### src/rtl/core/lmbp_pkg.sv
// shared types and codes for the load-module block parser
package lmbp_pkg;

    localparam logic [3:0] PH_TYPE    = 4'd0;
    localparam logic [3:0] PH_SIZE    = 4'd1;
    localparam logic [3:0] PH_ADDR_LO = 4'd2;
    localparam logic [3:0] PH_ADDR_HI = 4'd3;
    localparam logic [3:0] PH_DATA    = 4'd4;
    localparam logic [3:0] PH_E_SKIP  = 4'd5;
    localparam logic [3:0] PH_E_LO    = 4'd6;
    localparam logic [3:0] PH_E_HI    = 4'd7;
    localparam logic [3:0] PH_SKIPLEN = 4'd8;
    localparam logic [3:0] PH_SKIP    = 4'd9;
    localparam logic [3:0] PH_DRAIN   = 4'd10;

    localparam logic [7:0] BLK_END   = 8'h00;
    localparam logic [7:0] BLK_DATA  = 8'h01;
    localparam logic [7:0] BLK_ENTRY = 8'h02;

    localparam logic [8:0] SIZE_BASE  = 9'd254;
    localparam logic [8:0] SIZE_BIAS  = 9'd2;
    localparam logic [8:0] SKIP_FULL  = 9'd256;

    typedef struct packed {
        logic [3:0]  phase;
        logic [8:0]  remaining;
        logic [15:0] wr_addr;
        logic [7:0]  entry_low;
    } t_state;

    typedef struct packed {
        logic        write_valid;
        logic [15:0] mem_address;
        logic [7:0]  mem_data;
        logic        load_done;
        logic [15:0] entry_address;
    } t_result;

endpackage

### src/rtl/core/lmbp_if.sv
// valid/ready channels for file bytes in and parse results out
interface lmbp_in_if;
    logic       valid;
    logic       ready;
    logic [7:0] file_byte;
    logic       end_of_file;

    modport source (output valid, output file_byte, output end_of_file, input ready);
    modport sink   (input valid, input file_byte, input end_of_file, output ready);
endinterface

interface lmbp_out_if;
    logic        valid;
    logic        ready;
    logic        write_valid;
    logic [15:0] mem_address;
    logic [7:0]  mem_data;
    logic        load_done;
    logic [15:0] entry_address;

    modport source (output valid, output write_valid, output mem_address, output mem_data,
                    output load_done, output entry_address, input ready);
    modport sink   (input valid, input write_valid, input mem_address, input mem_data,
                    input load_done, input entry_address, output ready);
endinterface

### src/rtl/core/lmbp_step.sv
// per-byte record decode: next parser state and the result for one word
module lmbp_step (
    input  lmbp_pkg::t_state  i_state,
    input  logic [7:0]        i_byte,
    input  logic              i_eof,
    output lmbp_pkg::t_state  o_state,
    output lmbp_pkg::t_result o_result,
    output logic              o_emit
);
    import lmbp_pkg::*;

    logic        wr;
    logic        done;
    logic [15:0] entry;
    logic        eof_ends;
    logic [8:0]  rem_dec;

    assign rem_dec = i_state.remaining - 9'd1;

    always_comb begin
        o_state  = i_state;
        wr       = 1'b0;
        done     = 1'b0;
        entry    = '0;
        eof_ends = 1'b1;
        unique case (i_state.phase)
            PH_SIZE: begin
                if (i_byte <= 8'd2) begin
                    o_state.remaining = SIZE_BASE + {1'b0, i_byte};
                end else begin
                    o_state.remaining = {1'b0, i_byte} - SIZE_BIAS;
                end
                o_state.phase = PH_ADDR_LO;
            end
            PH_ADDR_LO: begin
                o_state.wr_addr[7:0] = i_byte;
                o_state.phase        = PH_ADDR_HI;
            end
            PH_ADDR_HI: begin
                o_state.wr_addr[15:8] = i_byte;
                o_state.phase = (i_state.remaining != '0) ? PH_DATA : PH_TYPE;
            end
            PH_DATA: begin
                wr                  = 1'b1;
                o_state.wr_addr     = i_state.wr_addr + 16'd1;
                o_state.remaining   = rem_dec;
                o_state.phase       = (rem_dec == '0) ? PH_TYPE : PH_DATA;
            end
            PH_E_SKIP: begin
                o_state.phase = PH_E_LO;
            end
            PH_E_LO: begin
                o_state.entry_low = i_byte;
                o_state.phase     = PH_E_HI;
            end
            PH_E_HI: begin
                // transfer record keeps its entry even when the flag is on this byte
                done          = 1'b1;
                entry         = {i_byte, i_state.entry_low};
                eof_ends      = 1'b0;
                o_state.phase = i_eof ? PH_TYPE : PH_DRAIN;
            end
            PH_SKIPLEN: begin
                o_state.remaining = (i_byte != '0) ? {1'b0, i_byte} : SKIP_FULL;
                o_state.phase     = PH_SKIP;
            end
            PH_SKIP: begin
                o_state.remaining = rem_dec;
                o_state.phase     = (rem_dec == '0) ? PH_TYPE : PH_SKIP;
            end
            PH_DRAIN: begin
                eof_ends      = 1'b0;
                o_state.phase = i_eof ? PH_TYPE : PH_DRAIN;
            end
            default: begin
                // unused phase codes parse as a block type
                priority if (i_byte == BLK_END) begin
                    done          = 1'b1;
                    eof_ends      = 1'b0;
                    o_state.phase = i_eof ? PH_TYPE : PH_DRAIN;
                end else if (i_byte == BLK_DATA) begin
                    o_state.phase = PH_SIZE;
                end else if (i_byte == BLK_ENTRY) begin
                    o_state.phase = PH_E_SKIP;
                end else begin
                    o_state.phase = PH_SKIPLEN;
                end
            end
        endcase

        // truncated file or end at a record boundary
        if (eof_ends && i_eof) begin
            done          = 1'b1;
            entry         = '0;
            o_state.phase = PH_TYPE;
        end

        o_result.write_valid   = wr;
        o_result.mem_address   = wr ? i_state.wr_addr : '0;
        o_result.mem_data      = wr ? i_byte : '0;
        o_result.load_done     = done;
        o_result.entry_address = done ? entry : '0;
        o_emit                 = wr | done;
    end

endmodule

### src/rtl/core/load_module_block_parser_unit.sv
// top level of the load-module block parser
// Takes one file byte per clock and gives at most one result word per byte, in the
// cycle after the byte is accepted: a memory write for each data byte of a data
// record, and a load-done word carrying the entry address (0 when the file ends
// without a transfer record). The parser state updates in the cycle a byte is
// accepted and the result sits in a single output register, so a byte is taken
// in every cycle in which that register is empty or being drained. After a load
// ends, bytes up to and including the one flagged as end of file give no result.
// There is no startup pass after reset.
module load_module_block_parser_unit (
    input  logic             i_clk,
    input  logic             i_rst_n,
    lmbp_in_if.sink          i_in,
    lmbp_out_if.source       o_out
);
    import lmbp_pkg::*;

    t_state  r_state;
    t_state  n_state;
    t_result r_result;
    t_result n_result;
    logic    r_out_valid;
    logic    n_emit;
    logic    in_take;

    assign i_in.ready = !r_out_valid || o_out.ready;
    assign in_take    = i_in.valid && i_in.ready;

    lmbp_step u_step (
        .i_state  (r_state),
        .i_byte   (i_in.file_byte),
        .i_eof    (i_in.end_of_file),
        .o_state  (n_state),
        .o_result (n_result),
        .o_emit   (n_emit)
    );

    always_ff @(posedge i_clk) begin
        if (!i_rst_n) begin
            r_state     <= '{phase: PH_TYPE, remaining: '0, wr_addr: '0, entry_low: '0};
            r_out_valid <= 1'b0;
        end else begin
            if (in_take) begin
                r_state <= n_state;
            end
            if (in_take) begin
                r_out_valid <= n_emit;
            end else if (o_out.ready) begin
                r_out_valid <= 1'b0;
            end
        end
    end

    // result word register
    always_ff @(posedge i_clk) begin
        if (in_take && n_emit) begin
            r_result <= n_result;
        end
    end

    assign o_out.valid         = r_out_valid;
    assign o_out.write_valid   = r_result.write_valid;
    assign o_out.mem_address   = r_result.mem_address;
    assign o_out.mem_data      = r_result.mem_data;
    assign o_out.load_done     = r_result.load_done;
    assign o_out.entry_address = r_result.entry_address;

`ifndef NO_ASSERTIONS
    a_word_has_content: assert property (@(posedge i_clk) disable iff (!i_rst_n)
        o_out.valid |-> (o_out.write_valid || o_out.load_done))
        else $error("result word with neither write nor done");

    a_idle_fields_zero: assert property (@(posedge i_clk) disable iff (!i_rst_n)
        (o_out.valid && !o_out.write_valid) |-> (o_out.mem_address == '0 && o_out.mem_data == '0))
        else $error("write fields not cleared on a done-only word");

    a_eof_restarts: assert property (@(posedge i_clk) disable iff (!i_rst_n)
        (i_in.valid && i_in.ready && i_in.end_of_file) |=> (r_state.phase == PH_TYPE))
        else $error("parser did not return to block type after end of file");

    a_drain_silent: assert property (@(posedge i_clk) disable iff (!i_rst_n)
        (i_in.valid && i_in.ready && r_state.phase == PH_DRAIN) |=> !o_out.valid)
        else $error("result produced while draining to end of file");
`endif

endmodule
### src/flat_wrapper.sv
// flat-port wrapper written by rule: the top's interface ports become plain ports
module load_module_block_parser_unit_flat import lmbp_pkg::*;
  (i_clk, i_rst_n, i_in_valid, i_in_file_byte, i_in_end_of_file, i_in_ready, o_out_valid, o_out_write_valid, o_out_mem_address, o_out_mem_data, o_out_load_done, o_out_entry_address, o_out_ready);
  lmbp_in_if i_in_i ();
  lmbp_out_if o_out_i ();
  input  logic i_clk;
  input  logic i_rst_n;
  input wire logic [$bits(i_in_i.valid)-1:0] i_in_valid;
  input wire logic [$bits(i_in_i.file_byte)-1:0] i_in_file_byte;
  input wire logic [$bits(i_in_i.end_of_file)-1:0] i_in_end_of_file;
  output wire logic [$bits(i_in_i.ready)-1:0] i_in_ready;
  output wire logic [$bits(o_out_i.valid)-1:0] o_out_valid;
  output wire logic [$bits(o_out_i.write_valid)-1:0] o_out_write_valid;
  output wire logic [$bits(o_out_i.mem_address)-1:0] o_out_mem_address;
  output wire logic [$bits(o_out_i.mem_data)-1:0] o_out_mem_data;
  output wire logic [$bits(o_out_i.load_done)-1:0] o_out_load_done;
  output wire logic [$bits(o_out_i.entry_address)-1:0] o_out_entry_address;
  input wire logic [$bits(o_out_i.ready)-1:0] o_out_ready;
  assign i_in_i.valid = i_in_valid;
  assign i_in_i.file_byte = i_in_file_byte;
  assign i_in_i.end_of_file = i_in_end_of_file;
  assign i_in_ready = i_in_i.ready;
  assign o_out_valid = o_out_i.valid;
  assign o_out_write_valid = o_out_i.write_valid;
  assign o_out_mem_address = o_out_i.mem_address;
  assign o_out_mem_data = o_out_i.mem_data;
  assign o_out_load_done = o_out_i.load_done;
  assign o_out_entry_address = o_out_i.entry_address;
  assign o_out_i.ready = o_out_ready;
  load_module_block_parser_unit u_core (.i_clk(i_clk), .i_rst_n(i_rst_n), .i_in(i_in_i), .o_out(o_out_i));
endmodule
### config.mk
export PLATFORM = sky130hd
export DESIGN_NAME = load_module_block_parser_unit_flat
export DESIGN_NICKNAME = d
export VERILOG_FILES = /design/src/rtl/core/lmbp_pkg.sv /design/src/rtl/core/lmbp_if.sv /design/src/rtl/core/lmbp_step.sv /design/src/rtl/core/load_module_block_parser_unit.sv /design/src/flat_wrapper.sv
export SDC_FILE = /design/constraint.sdc
export NUM_CORES = 1
export LEC_CHECK = 0
export ABC_AREA = 1
export BUFFER_PORTS_ARGS = -buffer_cell sky130_fd_sc_hd__clkbuf_2
export CAP_MARGIN = 0
export CELL_PAD_IN_SITES_DETAIL_PLACEMENT = 1
export CELL_PAD_IN_SITES_GLOBAL_PLACEMENT = 2
export CORE_MARGIN = 5
export CORE_UTILIZATION = 36
export DETAILED_ROUTE_END_ITERATION = 8
export HOLD_SLACK_MARGIN = 0.02
export PLACE_DENSITY_LB_ADDON = 0.25
export SLEW_MARGIN = 15
export SYNTH_ARGS = -nofsm -noshare
export SYNTH_HDL_FRONTEND = slang
export SYNTH_SLANG_ARGS = --single-unit
### constraint.sdc
create_clock -name i_clk -period 5.1 [get_ports i_clk]
set_clock_uncertainty 0.05 [all_clocks]
set_input_delay 1.02 -clock i_clk [delete_from_list [all_inputs] [get_ports i_clk]]
set_output_delay 1.02 -clock i_clk [all_outputs]
set_load 0.01 [all_outputs]
# After elaboration in Yosys (flattened, before gate mapping)
# Cells that the tools add are included.
# W data, S select, Z words.
[totals]
regBits = 80
latch_bits = 0
ram_bits = 0
romBits = 0
in_bits = 13
n_memories = 0
[classes]
addsub = 4
n_mul = 0
div_mod_pow = 0
magnitude_cmp = 1
n_eq_ne = 12
shift = 0
muxes = 22
n_bitwise = 3
reduce_logical = 22
[ops]
columns = ["operator", "count"]
rows = [
  ["$pmux W4 S9", 1],
  ["$pmux W8 S2", 2],
  ["$pmux W9 S3", 1],
  ["$mux W4", 6],
  ["$mux W9", 2],
  ["$add A16 B1 Y16 const B", 1],
  ["$eq A4 B3 Y1 const B", 4],
  ["$eq A4 B4 Y1 const B", 3],
  ["$add A8 B8 Y9 const A", 1],
  ["$logic_not A9 Y1", 1],
  ["$reduce_bool A9 Y1", 1],
  ["$reduce_or A9 Y1", 1],
  ["$sub A8 B2 Y9 const B", 1],
  ["$sub A9 B1 Y9 const B", 1],
  ["$eq A4 B2 Y1 const B", 2],
  ["$eq A8 B1 Y1 const B", 1],
  ["$eq A8 B2 Y1 const B", 1],
  ["$le A8 B2 Y1 const B", 1],
  ["$logic_not A8 Y1", 1],
  ["$reduce_and A2 Y1", 4],
  ["$reduce_bool A8 Y1", 1],
  ["$reduce_or A8 Y1", 1],
  ["$mux W1", 6],
  ["$mux W3", 2],
  ["other kinds (11)", 18],
]

# Longest topological paths before layout
[depth]
ltp_word = 7
depth_mapped = 13

# By module
# From an unflattened synthesis, not the netlist that was laid out.
[hier_totals]
cells_unflattened = 657
area_unflattened_um2 = 4695.8
[by_module_without_submodules]
columns = ["mod", "n_inst", "cells_per_inst", "area_each_um2", "seq_area_each_um2"]
rows = [
  ["load_module_block_parser_unit", 1, 294, 2971.6, 2021.9],
  ["lmbp_step", 1, 363, 1724.2, 0.0],
]

# Least setup slack after synthesis
# Ideal clock, no wire load.
[synth_path]
path_type = "input to register"
start = "input i_in_file_byte[2]"
end = "register u_core.r_result (netlist bit u_core.o_out.entry_address[0]), enable pin"
setup_time_ns = 0.396
arrival_ns = 2.615
t_required_ns = 4.654
path_slack_ns = 2.038
cell_stages = 9
path_buffers = 0
path_cell_list = "nor2_1 -> inv_1 -> nor2_2 -> nand2_1 -> nor2_2 -> nand2_2 -> nand4_1 -> nand2_1 -> inv_1"
[synth_between]
elab_chain_len = 7
elab_cells_between_ends = 9
cone_classes = "mux: 5; bitwise: 1; reduce/logical: 3"
[synth_lines]
columns = ["element", "line", "rtl"]
rows = [
  ["from (decl)", "flat_wrapper.sv:9", "input wire logic [$bits(i_in_i.file_byte)-1:0] i_in_file_byte;"],
  ["$logic_not A8 Y1 (*)", "lmbp_step.sv:77", "priority if (i_byte == BLK_END) begin"],
  ["$mux W1", "lmbp_step.sv:77", ""],
  ["$pmux W1 S2", "lmbp_step.sv:26", "unique case (i_state.phase)"],
  ["$logic_and A1 B1 Y1", "lmbp_step.sv:92", "if (eof_ends && i_eof) begin"],
  ["$mux W1 (*)", "lmbp_step.sv:92", ""],
  ["$or A1 B1 Y1 (*)", "lmbp_step.sv:103", "o_emit = wr | done;"],
  ["$logic_and A1 B1 Y1 (*)", "load_module_block_parser_unit.sv:56", "if (in_take && n_emit) begin"],
  ["to (signal assigned)", "load_module_block_parser_unit.sv:57", "r_result <= n_result;"],
  ["to (decl)", "load_module_block_parser_unit.sv:20", "t_result r_result;"],
]
# Every way passes the cells marked *; elsewhere a longest branch is shown, timed or not.
# A chain may end at the register's enable or synchronous reset.

# Final worst setup path
[layout_path]
start = "input i_in_file_byte[4]"
end = "register u_core.r_result (netlist bit u_core.o_out.mem_address[1]), enable pin"
# The elaborated chain is that of the path after synthesis.

==> flow_metrics.py <==
metrics = {
    "setup_path": {
        "crit_type": "input port to flip-flop",
        "crit_required_ns": 5.05,
        "worstPathArrival_ns": 2.65,
        "reg2reg_depth": 11,
        "path_cells": "clkbuf_2 > nor2_2 > nand3_1 > inv_1 > nand2_1 > nor2_2 > nand2_2 > nand4_1 > nand2_1 > inv_1 > buf_4",
        "cp_slowest_stage_delay_ns": 0.44,
        "worst-path-buf-inv": 4,
        "reg2reg_slack_ns": 2.64,
        "startpoint": "i_in_file_byte[4]",
        "slowest_stage": "buf_4",
        "cp.depth": 11,
        "crit_fanout": 42,
        "start_kind": "input port",
        "r2r_start": "u_core.r_state[36]",
        "worstReg2RegEnd": "u_core.o_out.mem_address[1]",
        "endpoint_kind": "flip-flop",
        "critPathTopFamily": "simple AND/OR/NAND/NOR gates",
    },
    "global_routing": {
        "grt_pass1_vias": 3731,
        "antenna_found_initial": 0,
        "grt_pass1_wl_um": 19100,
        "overflow": 0,
        "grt_usage": 0.187,
        "grt_max_degree": 43,
    },
    "clock_network": {
        "post_cts_buffers": 0,
        "cts_htree_levels": 3,
        "cts.sinks": 80,
        "clockBufferDepth": 2,
        "clkTransAtPathRegs_ns": 0.09,
        "cts_resized": 0,
        "clockRootBuffer": "clkbuf_8",
        "cts_tree": "built",
        "cts_made_buffers": 9,
        "clk-insertion-delay-late_ns": 0.36,
        "cts-hold-fix-buffers": 0,
    },
    "pwr": {
        "power.total_w": 0.00140,
        "power_density_mw_per_mm2": 305,
        "max-vdd-ir-drop_mv": 0.147,
        "p_leak_nw": 1.87,
    },
    "synth": {
        "yosysWarningCount": 0,
        "syn_inst": 497,
        "synth_compound_area_frac": 0.145,
        "synth-xor-area-share": 0.00220,
        "synthTopCellsByArea": "edfxtp_1 (32%), dfxtp_1 (19%), nor2_1 (8.0%)",
        "synth-simple-area-share": 0.248,
        "avgSynthCellArea_um2": 8.01,
        "synth_cell_type_count": 34,
        "muxShareOfSynthArea": 0,
        "synth_top_area_cell": "edfxtp_1",
        "synth_top_family_by_area": "simple AND/OR/NAND/NOR gates",
        "syn_area_mm2": 0.00398,
        "yosysSeqAreaShare": 0.508,
        "yosys.area_share.adder": 0.0126,
        "synth_top_area_frac": 0.317,
        "synth_seq_cells": 80,
        "syn_nets": 514,
    },
    "placement": {
        "pre_cts_ws_ns": 2.00,
        "place_congestion": 0.806,
        "dp.cells": 684,
        "place_hpwl_um": 8820,
        "io_buffers": 56,
    },
    "min_path": {
        "hold_path.class": "flip-flop to flip-flop",
        "min_from": "u_core.r_state[6]",
        "hold_depth": 2,
        "hold_end": "u_core.r_state[6]",
    },
    "drt": {
        "dr_wl_met3_um": 359,
        "wl_met2_um": 5670,
        "drt-initial-drc-count": 177,
        "viasPerCell": 5.04,
        "dr.pass1.iters": 4,
        "vias": 3527,
        "drc": 0,
        "antenna_left": 0,
        "wirelength_met1_um": 5370,
        "totalWireLength_um": 11700,
        "routedWlPerCell_um": 16.8,
        "top_layer": "met4",
    },
    "timing": {
        "maxSlewViolCount": 0,
        "rsz0062_at_grt": "no",
        "finalCritPeriodShare": 0.528,
        "setup_tns_ns": 0,
        "finalHoldViolations": 0,
        "max-slew-margin-rel": 0.598,
        "fin_ws_ns": 2.41,
        "finalSetupViolations": 0,
        "worst_pin_slew_ns": 0.601,
        "layout_min_cycle_time_ns": 2.69,
        "max_freq_mhz": 371,
    },
    "die": {
        "start_util": 0.367,
        "chipHeight_um": 115,
        "die_area_mm2": 0.0133,
        "die_w_um": 115,
        "fp-row-count": 38,
        "ios": 57,
        "coreArea_mm2": 0.0108,
    },
    "finish": {
        "mostFrequentLayoutCells": "nor2_1 (85), nand2_1 (83), inv_1 (68)",
        "post-route-util": 0.424,
        "n_antenna_cell": 0,
        "final-instance-count-excl-fill": 700,
        "nets": 572,
        "drive_gt1_frac": 0.173,
        "fill_cells": 1355,
        "area_growth_pct": 15.3,
        "layout_commonest_cell": "nor2_1",
    },
    "run_status": {
        "status": "complete, no violations",
    },
    "run": {
        "cap_violations": 0,
    },
}
==> how the worst max path moves through the flow <==
stage                                    end  slack, ns
3_5_place_dp     u_core.o_out.mem_address[4]       2.00
5_1_grt         u_core.o_out.mem_address[12]       2.24
6_report         u_core.o_out.mem_address[1]       2.41
2_1_floorplan  u_core.o_out.entry_address[0]       2.04
3_3_place_gp     u_core.o_out.mem_address[0]       2.12
4_1_cts         u_core.o_out.mem_address[12]       2.39
==> final cells by class <==
type | instances | area (µm²) | share of cell area
well taps | 140 | 175 | 0.0381
flip-flops and latches | 80 | 2020 | 0.440
clock inverters | 7 | 78.8 | 0.0172
repair buffers | 58 | 295 | 0.0643
clock buffers | 9 | 124 | 0.0270
inverters | 73 | 274 | 0.0597
multi-input cells | 333 | 1620 | 0.354
==> stage by stage <==
step,cell area [µm²],hold slack [ns]
floorplan,3980,0.380
global placement,4390,0.392
detailed placement,4390,0.398
CTS,4590,0.412
global route,4590,0.443
finish,4590,0.411
==> cells by family after synthesis <==
kind of cell	after synthesis
buffers and inverters	84
and+or+nand+nor	226
DFF	80
AOI/OAI and AO/OA	102
adders and majority gates	4
xor gates and xnor gates	1
==> layer usage <==
layer,GRT usage,up-vias
met5,0,-
met2,0.318,52
met4,0.0861,0
li1,-,1772
met1,0.234,1684
met3,0.0268,19
==> state kept, by name, summed over array words and instances (netlist names) <==
signal and count:
u_core.o_out.entry_address 16, u_core.o_out.load_done 1, u_core.o_out.mem_address 16, u_core.o_out.mem_data 8, u_core.o_out.valid 1, u_core.o_out.write_valid 1
u_core.r_state 37
==> report_power, final <==
group	switching [W]	leakage, nW	internal, W
Clock	0.000263	0.0982	0.000232
Combinational	0.000131	1.06	0.0000579
Sequential	0.0000160	0.714	0.000700
Total	0.000410	1.87	0.000990
==> cell usage after synthesis <==
cell      count
nor2_1       85
nand2_1      83
inv_1        68
edfxtp_1     42
dfxtp_1      38
o21ai_0      38
a21oi_1      31
nand3_1      25
a31oi_1      10
nand4_1       7
nand2_2       6
nor3_1        6
o21ai_1       6
buf_2         5
clkbuf_1      4
ha_1          4
inv_2         4
nor2_2        4
o211ai_1      4
a211oi_1      3
a41oi_1       3
nand2_4       3
a21oi_2       2
buf_6         2
nand3b_1      2
nor2_4        2
nor4_1        2
o22ai_1       2
a21oi_4       1
a221oi_1      1
a22oi_1       1
clkinv_1      1
nand3_2       1
xnor2_1       1
==> worst min-delay path, stage by stage, from the launching register on <==
cell and delay (ns):
dfxtp_1 0.31, inv_1 0.06, a21oi_1 0.05
(Power assumes the default switching activity.)
